===== config.mk =====
export PLATFORM = sky130hd
export DESIGN_NAME = dhcp_option_extractor
export DESIGN_NICKNAME = d
export VERILOG_FILES = /design/src/dhcpox_pkg.sv /design/src/dhcpox_cfg_regs.sv /design/src/dhcpox_parser.sv /design/src/dhcpox_out_fifo.sv /design/src/dhcp_option_extractor.sv
export VERILOG_INCLUDE_DIRS = /design/src /design/src/src
export SDC_FILE = /design/constraint.sdc
export NUM_CORES = 1
export LEC_CHECK = 0
export BUFFER_PORTS_ARGS = -buffer_cell sky130_fd_sc_hd__buf_2
export CAP_MARGIN = 20
export CORE_MARGIN = 1
export CORE_UTILIZATION = 40
export DETAILED_ROUTE_END_ITERATION = 12
export MAX_ROUTING_LAYER = met4
export PLACE_DENSITY = 0.73
export SKIP_CTS_REPAIR_TIMING = 1
export SYNTH_ARGS = -nofsm -noshare
export SYNTH_HDL_FRONTEND = slang
export SYNTH_SLANG_ARGS = --single-unit

===== constraint.sdc =====
create_clock -name clk -period 4.96 [get_ports clk]
set_input_delay 1.24 -clock clk [delete_from_list [all_inputs] [get_ports clk]]
set_output_delay 1.24 -clock clk [all_outputs]
set_load 0.02 [all_outputs]

===== src/assert_macros.svh =====
// assertion helpers shared by the dhcp option extractor modules
// expects a clock named clk and an active-low reset named rst_n in scope
`ifndef ASSERT_MACROS_SVH
`define ASSERT_MACROS_SVH

// property checked at every rising edge outside reset
`define ASSERT_CLK(label, prop, msg) \
  label: assert property (@(posedge clk) disable iff (!rst_n) (prop)) else $error(msg);

// property checked at every rising edge, reset included
`define ASSERT_ALWAYS(label, prop, msg) \
  label: assert property (@(posedge clk) (prop)) else $error(msg);

`endif


===== src/dhcpox_pkg.sv =====
// shared types, codes and constants of the dhcp option extractor
// no dependencies
package dhcpox_pkg;

  // parser phase
  typedef enum logic [2:0] {
    PH_COOKIE = 3'd0,
    PH_CODE   = 3'd1,
    PH_LEN    = 3'd2,
    PH_VALUE  = 3'd3,
    PH_SKIP   = 3'd4,
    PH_DONE   = 3'd5
  } phase_t;

  // result status codes
  typedef enum logic [2:0] {
    ST_VALUE     = 3'd0,
    ST_FOUND     = 3'd1,
    ST_NOTFOUND  = 3'd2,
    ST_BADCOOKIE = 3'd3,
    ST_OVERRUN   = 3'd4,
    ST_OVERSIZE  = 3'd5
  } status_t;

  // register index, taken from paddr[2]
  localparam logic REG_WANTED_CODE   = 1'b0;
  localparam logic REG_MAX_VALUE_LEN = 1'b1;

  localparam logic [7:0] WANTED_CODE_RST   = 8'd53;
  localparam logic [7:0] MAX_VALUE_LEN_RST = 8'd255;
  localparam logic [7:0] END_CODE          = 8'd255;

  typedef struct packed {
    logic [7:0] wanted_code;
    logic [7:0] max_value_len;
  } cfg_t;

  typedef struct packed {
    status_t    status;
    logic [7:0] value_byte;
    logic       value_valid;
    logic [7:0] value_index;
    logic [7:0] found_length;
    logic       final_res;
  } res_t;

  // magic cookie byte at a given position
  function automatic logic [7:0] cookie_byte(input logic [1:0] pos);
    logic [7:0] val;
    case (pos)
      2'd0:    val = 8'd99;
      2'd1:    val = 8'd130;
      2'd2:    val = 8'd83;
      default: val = 8'd99;
    endcase
    return val;
  endfunction

endpackage


===== src/dhcpox_cfg_regs.sv =====
// apb-style configuration registers of the dhcp option extractor
// depends on dhcpox_pkg
module dhcpox_cfg_regs (
  input  logic               clk,
  input  logic               rst_n,
  input  logic               psel,
  input  logic               penable,
  input  logic               pwrite,
  input  logic [2:0]         paddr,
  input  logic [31:0]        pwdata,
  output logic [31:0]        prdata,
  output logic               pready,
  output dhcpox_pkg::cfg_t   cfg_o
);
  import dhcpox_pkg::*;

  cfg_t cfg_r;
  logic wr_en;

  assign pready = 1'b1;
  assign wr_en  = psel && penable && pwrite;
  assign cfg_o  = cfg_r;

  // register write
  always_ff @(posedge clk) begin
    if (!rst_n) begin
      cfg_r.wanted_code   <= WANTED_CODE_RST;
      cfg_r.max_value_len <= MAX_VALUE_LEN_RST;
    end else if (wr_en) begin
      unique case (paddr[2])
        REG_WANTED_CODE:   cfg_r.wanted_code   <= pwdata[7:0];
        REG_MAX_VALUE_LEN: cfg_r.max_value_len <= pwdata[7:0];
        default: ;
      endcase
    end
  end

  // readback
  always_comb begin
    unique case (paddr[2])
      REG_WANTED_CODE:   prdata = {24'd0, cfg_r.wanted_code};
      REG_MAX_VALUE_LEN: prdata = {24'd0, cfg_r.max_value_len};
      default:           prdata = 32'd0;
    endcase
  end

endmodule


===== src/dhcpox_parser.sv =====
// per-byte option walker: state registers plus one step of next-state logic
// depends on dhcpox_pkg and assert_macros.svh
module dhcpox_parser (
  input  logic               clk,
  input  logic               rst_n,
  input  logic               acc_i,
  input  logic [7:0]         byte_i,
  input  logic               last_i,
  input  dhcpox_pkg::cfg_t   cfg_i,
  output logic               res_valid_o,
  output dhcpox_pkg::res_t   res_o
);
  import dhcpox_pkg::*;

  phase_t     phase_r, phase_nxt;
  logic [1:0] cookie_pos_r, cookie_pos_nxt;
  logic [7:0] bytes_left_r, bytes_left_nxt;
  logic       is_match_r, is_match_nxt;
  logic [7:0] opt_length_r, opt_length_nxt;
  logic [7:0] value_pos_r, value_pos_nxt;
  logic       conc;
  logic [7:0] left_dec;

  assign left_dec = bytes_left_r - 8'd1;

  // one parsing step for the beat on the input
  always_comb begin
    phase_nxt      = phase_r;
    cookie_pos_nxt = cookie_pos_r;
    bytes_left_nxt = bytes_left_r;
    is_match_nxt   = is_match_r;
    opt_length_nxt = opt_length_r;
    value_pos_nxt  = value_pos_r;
    conc           = 1'b0;
    res_valid_o    = 1'b0;
    res_o          = '0;
    res_o.status   = ST_VALUE;
    unique case (phase_r)
      PH_COOKIE: begin
        if (byte_i != cookie_byte(cookie_pos_r)) begin
          conc = 1'b1;
          res_o.status = ST_BADCOOKIE;
        end else if (cookie_pos_r == 2'd3) begin
          if (last_i) begin
            conc = 1'b1;
            res_o.status = ST_NOTFOUND;
          end else begin
            phase_nxt = PH_CODE;
          end
        end else if (last_i) begin
          conc = 1'b1;
          res_o.status = ST_BADCOOKIE;
        end else begin
          cookie_pos_nxt = cookie_pos_r + 2'd1;
        end
      end
      PH_CODE: begin
        if (byte_i == END_CODE) begin
          conc = 1'b1;
          res_o.status = ST_NOTFOUND;
        end else if (last_i) begin
          conc = 1'b1;
          res_o.status = ST_OVERRUN;
        end else begin
          is_match_nxt = (byte_i == cfg_i.wanted_code);
          phase_nxt    = PH_LEN;
        end
      end
      PH_LEN: begin
        opt_length_nxt = byte_i;
        bytes_left_nxt = byte_i;
        value_pos_nxt  = 8'd0;
        if (byte_i == 8'd0) begin
          if (is_match_r) begin
            conc = 1'b1;
            res_o.status = ST_FOUND;
          end else if (last_i) begin
            conc = 1'b1;
            res_o.status = ST_NOTFOUND;
          end else begin
            phase_nxt = PH_CODE;
          end
        end else if (last_i) begin
          conc = 1'b1;
          res_o.status = ST_OVERRUN;
        end else begin
          phase_nxt = (is_match_r && (byte_i > cfg_i.max_value_len)) ? PH_SKIP : PH_VALUE;
        end
      end
      PH_VALUE: begin
        bytes_left_nxt = left_dec;
        value_pos_nxt  = value_pos_r + 8'd1;
        if (left_dec == 8'd0) begin
          if (is_match_r) begin
            conc = 1'b1;
            res_o.status       = ST_FOUND;
            res_o.value_byte   = byte_i;
            res_o.value_valid  = 1'b1;
            res_o.value_index  = value_pos_r;
            res_o.found_length = opt_length_r;
          end else if (last_i) begin
            conc = 1'b1;
            res_o.status = ST_NOTFOUND;
          end else begin
            phase_nxt = PH_CODE;
          end
        end else if (last_i) begin
          conc = 1'b1;
          res_o.status = ST_OVERRUN;
        end else if (is_match_r) begin
          res_valid_o       = 1'b1;
          res_o.status      = ST_VALUE;
          res_o.value_byte  = byte_i;
          res_o.value_valid = 1'b1;
          res_o.value_index = value_pos_r;
        end
      end
      PH_SKIP: begin
        bytes_left_nxt = left_dec;
        if (left_dec == 8'd0) begin
          conc = 1'b1;
          res_o.status = ST_OVERSIZE;
        end else if (last_i) begin
          conc = 1'b1;
          res_o.status = ST_OVERRUN;
        end
      end
      PH_DONE: begin
        if (last_i) phase_nxt = PH_COOKIE;
      end
      default: begin
        phase_nxt = PH_COOKIE;
      end
    endcase

    // concluding result: wait for packet end, or rearm on it
    if (conc) begin
      res_valid_o     = 1'b1;
      res_o.final_res = 1'b1;
      phase_nxt       = PH_DONE;
    end
    if ((conc || phase_r == PH_DONE) && last_i) begin
      phase_nxt      = PH_COOKIE;
      cookie_pos_nxt = 2'd0;
      bytes_left_nxt = 8'd0;
      is_match_nxt   = 1'b0;
      opt_length_nxt = 8'd0;
      value_pos_nxt  = 8'd0;
    end
  end

  // state registers, advanced once per accepted beat
  always_ff @(posedge clk) begin
    if (!rst_n) begin
      phase_r      <= PH_COOKIE;
      cookie_pos_r <= 2'd0;
      bytes_left_r <= 8'd0;
      is_match_r   <= 1'b0;
      opt_length_r <= 8'd0;
      value_pos_r  <= 8'd0;
    end else if (acc_i) begin
      phase_r      <= phase_nxt;
      cookie_pos_r <= cookie_pos_nxt;
      bytes_left_r <= bytes_left_nxt;
      is_match_r   <= is_match_nxt;
      opt_length_r <= opt_length_nxt;
      value_pos_r  <= value_pos_nxt;
    end
  end

`include "assert_macros.svh"

  `ASSERT_CLK(a_done_silent, (acc_i && phase_r == PH_DONE) |-> !res_valid_o, "result while waiting for packet end")
  `ASSERT_CLK(a_value_not_final, (res_valid_o && res_o.status == ST_VALUE) |-> (res_o.value_valid && !res_o.final_res), "bad value beat")
  `ASSERT_CLK(a_final_parks, (acc_i && res_valid_o && res_o.final_res && !last_i) |=> phase_r == PH_DONE, "final result did not park parser")

endmodule


===== src/dhcpox_out_fifo.sv =====
// two-entry result queue that decouples the parser from output stalls
// depends on dhcpox_pkg and assert_macros.svh
module dhcpox_out_fifo (
  input  logic               clk,
  input  logic               rst_n,
  input  logic               push_i,
  input  dhcpox_pkg::res_t   push_data_i,
  output logic               space_o,
  output logic               out_valid_o,
  input  logic               out_ready_i,
  output dhcpox_pkg::res_t   out_data_o
);
  import dhcpox_pkg::*;

  res_t       mem_r [2];
  logic       wr_ptr_r, rd_ptr_r;
  logic [1:0] count_r;
  logic       pop;

  assign space_o     = (count_r != 2'd2);
  assign out_valid_o = (count_r != 2'd0);
  assign pop         = out_valid_o && out_ready_i;
  assign out_data_o  = mem_r[rd_ptr_r];

  // entry storage
  always_ff @(posedge clk) begin
    if (push_i) mem_r[wr_ptr_r] <= push_data_i;
  end

  // pointers and fill count
  always_ff @(posedge clk) begin
    if (!rst_n) begin
      wr_ptr_r <= 1'b0;
      rd_ptr_r <= 1'b0;
      count_r  <= 2'd0;
    end else begin
      if (push_i) wr_ptr_r <= ~wr_ptr_r;
      if (pop)    rd_ptr_r <= ~rd_ptr_r;
      if (push_i && !pop)      count_r <= count_r + 2'd1;
      else if (pop && !push_i) count_r <= count_r - 2'd1;
    end
  end

`include "assert_macros.svh"

  `ASSERT_CLK(a_count_range, count_r != 2'd3, "queue count out of range")
  `ASSERT_CLK(a_no_overflow, push_i |-> space_o, "push into full queue")
  `ASSERT_CLK(a_count_inc, (push_i && !pop) |=> count_r == $past(count_r) + 2'd1, "count did not advance")

endmodule


===== src/dhcp_option_extractor.sv =====
// top level of the dhcp option extractor
// depends on dhcpox_pkg, dhcpox_cfg_regs, dhcpox_parser, dhcpox_out_fifo
//
// Usage:
//   Input stream: one byte of a dhcp options field per beat, cookie first;
//   in_tlast marks the last byte of the packet. Output stream: zero or one
//   result beat per input beat; out_tlast marks the concluding result of a
//   packet. The apb port holds wanted_code (0x0) and max_value_len (0x4);
//   write them only while no packet is in flight.
//   Results enter the result queue as their input beats are accepted.
//   Throughput: one byte per cycle while in_tready is high; the step logic
//   from the parser state registers to the two-entry queue is a single pass.
//   Stall: the queue keeps accepting bytes until both entries hold results,
//   then in_tready drops until the receiver takes one.
//   Reset: synchronous, active low; registers return to wanted_code 53 and
//   max_value_len 255, the queue empties and the parser waits for a cookie.
module dhcp_option_extractor (
  input  logic        clk,
  input  logic        rst_n,
  // apb configuration
  input  logic        psel,
  input  logic        penable,
  input  logic        pwrite,
  input  logic [2:0]  paddr,
  input  logic [31:0] pwdata,
  output logic [31:0] prdata,
  output logic        pready,
  // input stream
  input  logic        in_tvalid,
  output logic        in_tready,
  input  logic [7:0]  in_tdata,   // [7:0] data_byte
  input  logic        in_tlast,   // packet_end
  // result stream
  output logic        out_tvalid,
  input  logic        out_tready,
  // [2:0] status, [10:3] value_byte, [11] value_valid, [19:12] value_index,
  // [27:20] found_length, [31:28] zero
  output logic [31:0] out_tdata,
  output logic        out_tlast   // final_res
);
  import dhcpox_pkg::*;

  cfg_t cfg;
  res_t res, out_res;
  logic res_valid;
  logic acc;
  logic space;

  assign in_tready = space;
  assign acc       = in_tvalid && in_tready;

  dhcpox_cfg_regs u_cfg (
    .clk     (clk),
    .rst_n   (rst_n),
    .psel    (psel),
    .penable (penable),
    .pwrite  (pwrite),
    .paddr   (paddr),
    .pwdata  (pwdata),
    .prdata  (prdata),
    .pready  (pready),
    .cfg_o   (cfg)
  );

  dhcpox_parser u_parser (
    .clk         (clk),
    .rst_n       (rst_n),
    .acc_i       (acc),
    .byte_i      (in_tdata),
    .last_i      (in_tlast),
    .cfg_i       (cfg),
    .res_valid_o (res_valid),
    .res_o       (res)
  );

  dhcpox_out_fifo u_out (
    .clk         (clk),
    .rst_n       (rst_n),
    .push_i      (acc && res_valid),
    .push_data_i (res),
    .space_o     (space),
    .out_valid_o (out_tvalid),
    .out_ready_i (out_tready),
    .out_data_o  (out_res)
  );

  // pack result beat
  assign out_tdata = {4'd0, out_res.found_length, out_res.value_index,
                      out_res.value_valid, out_res.value_byte, out_res.status};
  assign out_tlast = out_res.final_res;

endmodule

# After elaboration in Yosys (flattened, before gate mapping)
# Memory sizes are Yosys's and may differ from the RTL's. A register that Yosys moved wholly into a read port is not among the register bits.
# Index checks and enable logic that the tools add are counted.
# op_classes
magnitude_cmp	1
n_bitwise	3
addsub	5
eq_ne	24
muxes	69
reduce_logical	31
# ops
op	count
32-bit one-hot mux with 2 select lines	1
3-bit two-way mux	20
25-bit two-way mux	2
8-bit two-way mux	6
8-bit one-hot mux with 2 select lines	3
17-bit two-way mux	2
1-bit two-way mux	21
2-bit two-way mux	10
20-bit two-way mux	1
3-bit one-hot mux with 6 select lines	1
8-bit zero test	2
3-bit one-hot mux with 5 select lines	1
4-bit by 3-bit inequality test with 1-bit output (second input constant)	3
2-bit AND reduction	5
2-bit nonzero test	5
1-bit logical AND	9
9-bit AND reduction	1
8-bit by 1-bit adder with 8-bit output (second input constant)	1
8-bit equality test	1
8-bit equality test (second input constant)	1
8-bit greater-than comparator	1
2-bit inequality test (second input constant)	4
4-bit by 1-bit inequality test with 1-bit output (second input constant)	2
8-bit inequality test	1
other kinds (21)	29
# word_totals
ramBits	58
output_inout_bits	68
mem_count	1
in_bits	51
register_bits	50
wordCells	145
# memory_table
name	words	word_bits	read_ports	rd_ports_with_merged_regs	wr	line_no	source
u_out.mem_r	2	29	1	1	1	dhcpox_out_fifo.sv:15	res_t mem_r [2];

# Longest topological paths before layout
# logic_depth
depth_word	12
ltp_mapped	12
mapped_depth_nobuf	12

# Cells and area by module
# A second synthesis with hierarchy kept.
# hier_totals
cells_unflattened	561
area_unflattened_um2	5990.7
# modules_own_cells
mod	cells_each	seq_area_each_um2	area_each_um2	n_inst
dhcpox_parser	338	600.6	2632.5	1
dhcpox_out_fifo	112	1841.8	2309.7	1
dhcpox_cfg_regs	104	320.3	1002.2	1
dhcp_option_extractor	7	0.0	46.3	1

# Least setup slack after synthesis
# Ideal clock, no wire load.
# synth_path
path_type	input to register
start	in in_tdata[4]
end	mem u_out.mem_r[0][0] (netlist bit) (enable)
t_arrival_ns	3.889
n_path_buf	1
cell_stages	8
required_ns	4.542
setup_ns	0.418
slack_ns	0.653
cell_sequence	buf_2 nor4_1 and3_1 a31oi_1 nor2_1 nor4_4 a21oi_1 nor2b_1
# synth_via
elab_chain_len	7
word_cells_on_any_way	11
cone_classes	2 x eq/ne; 7 x mux; 2 x reduce/logical
# synth_rtl
element	line_no	source
start, declared	dhcp_option_extractor.sv:31	input logic [7:0] in_tdata,
8-bit equality test, or another cell as far along	dhcpox_parser.sv:58	if (byte_i == END_CODE) begin
1-bit two-way mux (on tied branches)	dhcpox_parser.sv:58, dhcpox_parser.sv:40, dhcpox_parser.sv:73	
1-bit one-hot mux with 5 select lines *	dhcpox_parser.sv:38	unique case (phase_r)
1-bit two-way mux *	dhcpox_parser.sv:137	if (conc) begin
1-bit logical AND *	dhcp_option_extractor.sv:79	.push_i (acc && res_valid),
net u_out.push_i	dhcpox_out_fifo.sv:6	input logic push_i,
1-bit two-way mux *	dhcpox_out_fifo.sv:27	if (push_i) mem_r[wr_ptr_r] <= push_data_i;
1-bit two-way mux (not written as such) *	dhcpox_out_fifo.sv:27	
end, declared	dhcpox_out_fifo.sv:15	
# The timed path passes the listed nets; every way through them passes the cells marked *.

# Final worst setup path
# layout_path
start	in in_tdata[6]
end	reg u_out.count_r[1]
# layout_via
elab_chain_len	8
word_cells_on_any_way	14
cone_classes	2 x eq/ne; 6 x mux; 6 x reduce/logical
# layout_rtl
element	line_no	source
8-bit equality test, or another cell as far along	dhcpox_parser.sv:58	
1-bit two-way mux (on tied branches)	dhcpox_parser.sv:58, dhcpox_parser.sv:40, dhcpox_parser.sv:73	
1-bit one-hot mux with 5 select lines *	dhcpox_parser.sv:38	
1-bit two-way mux *	dhcpox_parser.sv:137	
1-bit logical AND *	dhcp_option_extractor.sv:79	
net u_out.push_i	dhcpox_out_fifo.sv:6	
1-bit zero test	dhcpox_out_fifo.sv:40	else if (pop && !push_i) count_r <= count_r - 2'd1;
1-bit logical AND	dhcpox_out_fifo.sv:40	
2-bit nonzero test (no source line)	-	
end signal, assigned	dhcpox_out_fifo.sv:39	if (push_i && !pop) count_r <= count_r + 2'd1;
end signal, assigned	dhcpox_out_fifo.sv:40	
end, declared	dhcpox_out_fifo.sv:17	logic [1:0] count_r;
# Marks and branches as above.
# A chain may end at the register's enable or synchronous reset.

==> impl_table.tex <==
\begin{tabular}{lr}
\hline
Metric & Value \\
\hline
\multicolumn{2}{l}{\textbf{Worst setup path}} \\
\quad Delay contributed by the slowest stage of the critical path & 360 ps \\
\quad Critical register-to-register path endpoint & u\_out.mem\_r[0][20]\$\_DFFE\_PP\_ \\
\quad Critical path type & primary input to flip-flop \\
\quad Critical Path Slowest Stage Cell & ha\_1 \\
\quad CP Cell Sequence & buf\_2 -> nor4bb\_1 -> o2111a\_1 -> o21ai\_0 -> and2\_2 -> nor4\_4 -> a21oi\_1 -> ha\_1 -> or3\_1 -> a21boi\_0 \\
\quad Depth of the worst register-to-register path & 10 \\
\quad Launch instance of the worst register-to-register path & u\_parser.bytes\_left\_r[0]\$\_SDFFE\_PN0P\_ \\
\quad Required time of the critical path & 5230 ps \\
\quad Buf+Inv Stages, Crit Path & 1 \\
\quad Largest delay share family, worst path & simple AND/OR/NAND/NOR gates \\
\quad Capturing element type of the critical path & flip-flop \\
\quad Crit start category & primary input \\
\quad Register-to-register path setup slack & 1680 ps \\
\quad Data arrival at the endpoint of the critical path & 3820 ps \\
\quad Worst-path maximum fanout & 9 \\
\multicolumn{2}{l}{\textbf{Die}} \\
\quad Initial core utilization & 0.415 \\
\quad Placement Rows & 43 \\
\quad Count of boundary I/O pins & 119 \\
\quad Die area & 15,000 um2 \\
\quad Horiz. Die Dim & 123 um \\
\quad Y dimension of the die & 123 um \\
\quad Total core area & 14,000 um2 \\
\multicolumn{2}{l}{\textbf{Clocking}} \\
\quad CTS tree & yes \\
\quad Worst skew pair latency & 350 ps \\
\quad Root buffer cell & clkbuf\_16 \\
\quad Clk slew on worst S/H paths & 70 ps \\
\quad Depth of the CTS H-tree & 3 \\
\quad Cts bufs inserted & 9 \\
\quad Buffers from clock root to sink, at most & 2 \\
\quad Sinks on the clock net & 109 \\
\multicolumn{2}{l}{\textbf{STA}} \\
\quad RSZ-0062 raised after global routing & no \\
\quad Max Clock Freq & 282 MHz \\
\quad Minimum clock period & 3540 ps \\
\quad Minimum setup slack in the final design & 1420 ps \\
\quad Fin Clk Skew & 8.13 ps \\
\quad Slew at the pin closest to its max-slew limit & 1100 ps \\
\quad Final setup fails & 0 \\
\quad Slew HR & 0.263 \\
\quad Setup Total Neg Slack & 0 ps \\
\quad Ratio of final minimum period to clock period & 0.714 \\
\quad Hold Vio Cnt, Final & 0 \\
\quad Max-slew violation count & 0 \\
\multicolumn{2}{l}{\textbf{Placement}} \\
\quad Final weighted congestion in routability-driven placement & 0.871 \\
\quad Number of port buffers & 63 \\
\quad Detailed-placement wirelength estimate & 8090 um \\
\quad Post-Place Worst Slack & 1030 ps \\
\quad Total placed instance area & 6070 um2 \\
\multicolumn{2}{l}{\textbf{Global routing}} \\
\quad Largest net degree at the start of global routing & 46 \\
\quad Antenna violations before repair & 0 \\
\quad Global router's overall resource usage & 0.164 \\
\quad Grt ovf & 0 \\
\quad Number of global-route vias before repair & 3,803 \\
\quad Wire length of the first global-routing pass & 18,700 um \\
\multicolumn{2}{l}{\textbf{Worst hold path}} \\
\quad Worst Hold Launch & u\_parser.opt\_length\_r[7]\$\_SDFFE\_PN0P\_ \\
\quad Worst hold path endpoint & u\_parser.opt\_length\_r[7]\$\_SDFFE\_PN0P\_ \\
\quad Hold/Removal Path Class & flip-flop to flip-flop \\
\quad Worst hold stages & 1 \\
\multicolumn{2}{l}{\textbf{Route}} \\
\quad DR DRC count & 0 \\
\quad Number of optimization iterations in the first detailed-route pass & 6 \\
\quad Sum of routed wire length over all layers & 11,800 um \\
\quad ANT nets after route & 0 \\
\quad Vias after detailed routing & 4,160 \\
\quad Iteration-0 DRC Markers & 256 \\
\quad Drt via density & 5.25 \\
\quad Post-DR wirelength/cell & 14.9 um \\
\multicolumn{2}{l}{\textbf{Synthesis}} \\
\quad Dominant synthesized flop cell & edfxtp\_1 \\
\quad Sequential cell area fraction in the yosys report & 0.475 \\
\quad Number of warnings reported in the yosys synthesis log & 0 \\
\quad Post-synthesis async set-or-reset flop share & 0 \\
\quad Post-synth EDFFs & 58 \\
\quad Yosys reg bits & 109 \\
\quad Synthesized area & 5820 um2 \\
\quad Syn avg cell area & 10.5 um2 \\
\quad Number of distinct standard cells referenced by the synthesized netlist & 63 \\
\quad Gate count of the mapped netlist & 556 \\
\multicolumn{2}{l}{\textbf{Power}} \\
\quad Power share of the clock group & 0.296 \\
\quad Portion of total power attributed to combinational logic & 0.271 \\
\quad Internal portion of total power & 1.77 mW \\
\quad Static leakage & 2.52 nW \\
\quad Share of total power consumed by net switching & 0.313 \\
\quad Sequential group share of total power & 0.433 \\
\quad Worst vdd ir & 0.212 mV \\
\quad Switching power & 806 uW \\
\quad Power density over the cells & 402 nW/um2 \\
\multicolumn{2}{l}{\textbf{Outcome}} \\
\quad Result of the run & complete, no violations \\
\multicolumn{2}{l}{\textbf{Finish}} \\
\quad Post-layout nets & 673 \\
\quad Antenna cells & 0 \\
\quad Synthesis-to-layout area growth & 9.93\% \\
\quad Final cell area excluding filler cells & 6400 um2 \\
\quad Share of final-layout standard cells stronger than drive strength 1 & 0.221 \\
\multicolumn{2}{l}{\textbf{Run}} \\
\quad Total of max-cap violations & 0 \\
\hline
\end{tabular}
-- worst reg2reg max path: stages (launching register included) --
cell and delay (ps):
dfxtp_1 460, inv_1 90, ha_1 290, o21bai_1 190
a211o_1 330, a311o_4 430, a21oi_4 150, nor4_4 90
a21oi_1 320, nor2b_2 210, buf_4 360
-- logic make-up after synthesis --
family                     share of synthesized area
DFF                                            0.475
xor gates and xnor gates                      0.0301
AOI/OAI and AO/OA                              0.125
and+or+nand+nor                                0.175
muxes                                         0.0767
other                                        0.00129
adders and majority gates                     0.0322
buffers and inverters                         0.0855
-- through the flow --
stage                util  hold WS [ps]  power (mW)  std cells
CTS                 0.455           481        2.59        790
floorplan               -           441        1.68        583
global route        0.456           499        2.69        792
global placement    0.432           453        1.82        774
detailed placement  0.432           459        1.84        774
finish              0.456           485        2.57        792
-- final cells by class --
class,instances,area [um2]
inverters,18,67.6
clock buffers,11,254
multi-input cells,400,2670
clock inverters,5,65.1
well taps,180,225
flip-flops and latches,109,2760
fillers,1314,7640
repair buffers,69,360
-- state kept, by name, indices dropped and copies added, names as in the netlist, named ones only --
register and cells:
u_out.count_r 2, u_parser.bytes_left_r 8, u_parser.value_pos_r 8, u_parser.is_match_r 1
u_out.mem_r 58, u_parser.cookie_pos_r 2, u_out.rd_ptr_r 1, u_out.wr_ptr_r 1
u_cfg.cfg_o 16, u_parser.opt_length_r 8, u_parser.phase_r 3
-- worst max-delay path by stage --
stage	startpoint	end	slack, ps	cells past startpoint
floorplan	in_tdata[4]	u_out.mem_r[0][0]$_DFFE_PP_	650	8
global placement	in_tdata[6]	u_out.count_r[1]$_SDFFE_PN0P_	1140	10
detailed placement	in_tdata[6]	u_out.count_r[1]$_SDFFE_PN0P_	1030	10
CTS	in_tdata[6]	u_out.count_r[1]$_SDFFE_PN0P_	1380	10
global route	in_tdata[6]	u_out.count_r[1]$_SDFFE_PN0P_	1220	10
finish	in_tdata[6]	u_out.count_r[1]$_SDFFE_PN0P_	1420	10
-- per-layer routing --
metal	vias to the layer above	routed length, um	GRT usage
met3	14	537	0.0237
met1	1980	5300	0.196
li1	2038	-	-
met4	0	163	0.0587
met2	128	5770	0.280
met5	-	0	-
-- power groups by stage --
stage,Clock [mW],Combinational [mW],Sequential [mW]
2_1_floorplan,0,0.561,1.12
3_3_place_gp,0,0.695,1.13
3_5_place_dp,0,0.702,1.13
4_1_cts,0.764,0.707,1.11
5_1_grt,0.802,0.766,1.12
6_report,0.762,0.698,1.11
-- cell usage after synthesis (5+ instances only) --
master    instances  area share
nor2b_1           8      0.0086
nor3_1            6      0.0052
nand4_1           9      0.0097
inv_1            18       0.012
and2_1           32       0.034
dfxtp_1          51        0.18
clkbuf_8          9       0.021
a21oi_1          15       0.013
a22oi_1           5      0.0064
a22o_1            8       0.012
o211ai_1          9       0.012
nand2_1          61       0.039
mux2_2           37       0.072
xnor2_1           9       0.014
nor4_1            7      0.0075
nand2b_1          6      0.0064
buf_4            29       0.037
xor2_1           11       0.017
clkbuf_1         10      0.0064
nand3_1          12       0.010
ha_1             15       0.032
nor2_1           29       0.019
a21boi_0          9       0.012
edfxtp_1         58        0.30
o21ai_0          24       0.021
-- cells in the final DEF, fill, tap and decap left out, types with 3 or more instances in the layout --
master,Yosys,final
inv_1,18,18
xnor2_1,9,9
buf_2,3,63
nor2b_1,8,7
mux2_2,37,37
and3_1,4,4
a22oi_1,5,5
a22o_1,8,8
o21ai_0,24,24
clkbuf_16,0,10
xor2_1,11,11
mux2i_1,3,3
edfxtp_1,58,58
o41ai_1,4,4
nor3_1,6,6
buf_4,29,6
dfxtp_1,51,51
nand2b_1,6,6
nor2_1,29,29
a21boi_0,9,9
nor4_1,7,7
and2_1,32,32
a21oi_1,15,15
or3_1,3,3
a31oi_1,3,3
conb_1,2,29
nand2_1,61,61
nand3_1,12,12
o211ai_1,9,9
ha_1,15,15
nand4_1,9,9
a211oi_1,4,4
No activity file was read; power rests on OpenSTA's default activity.
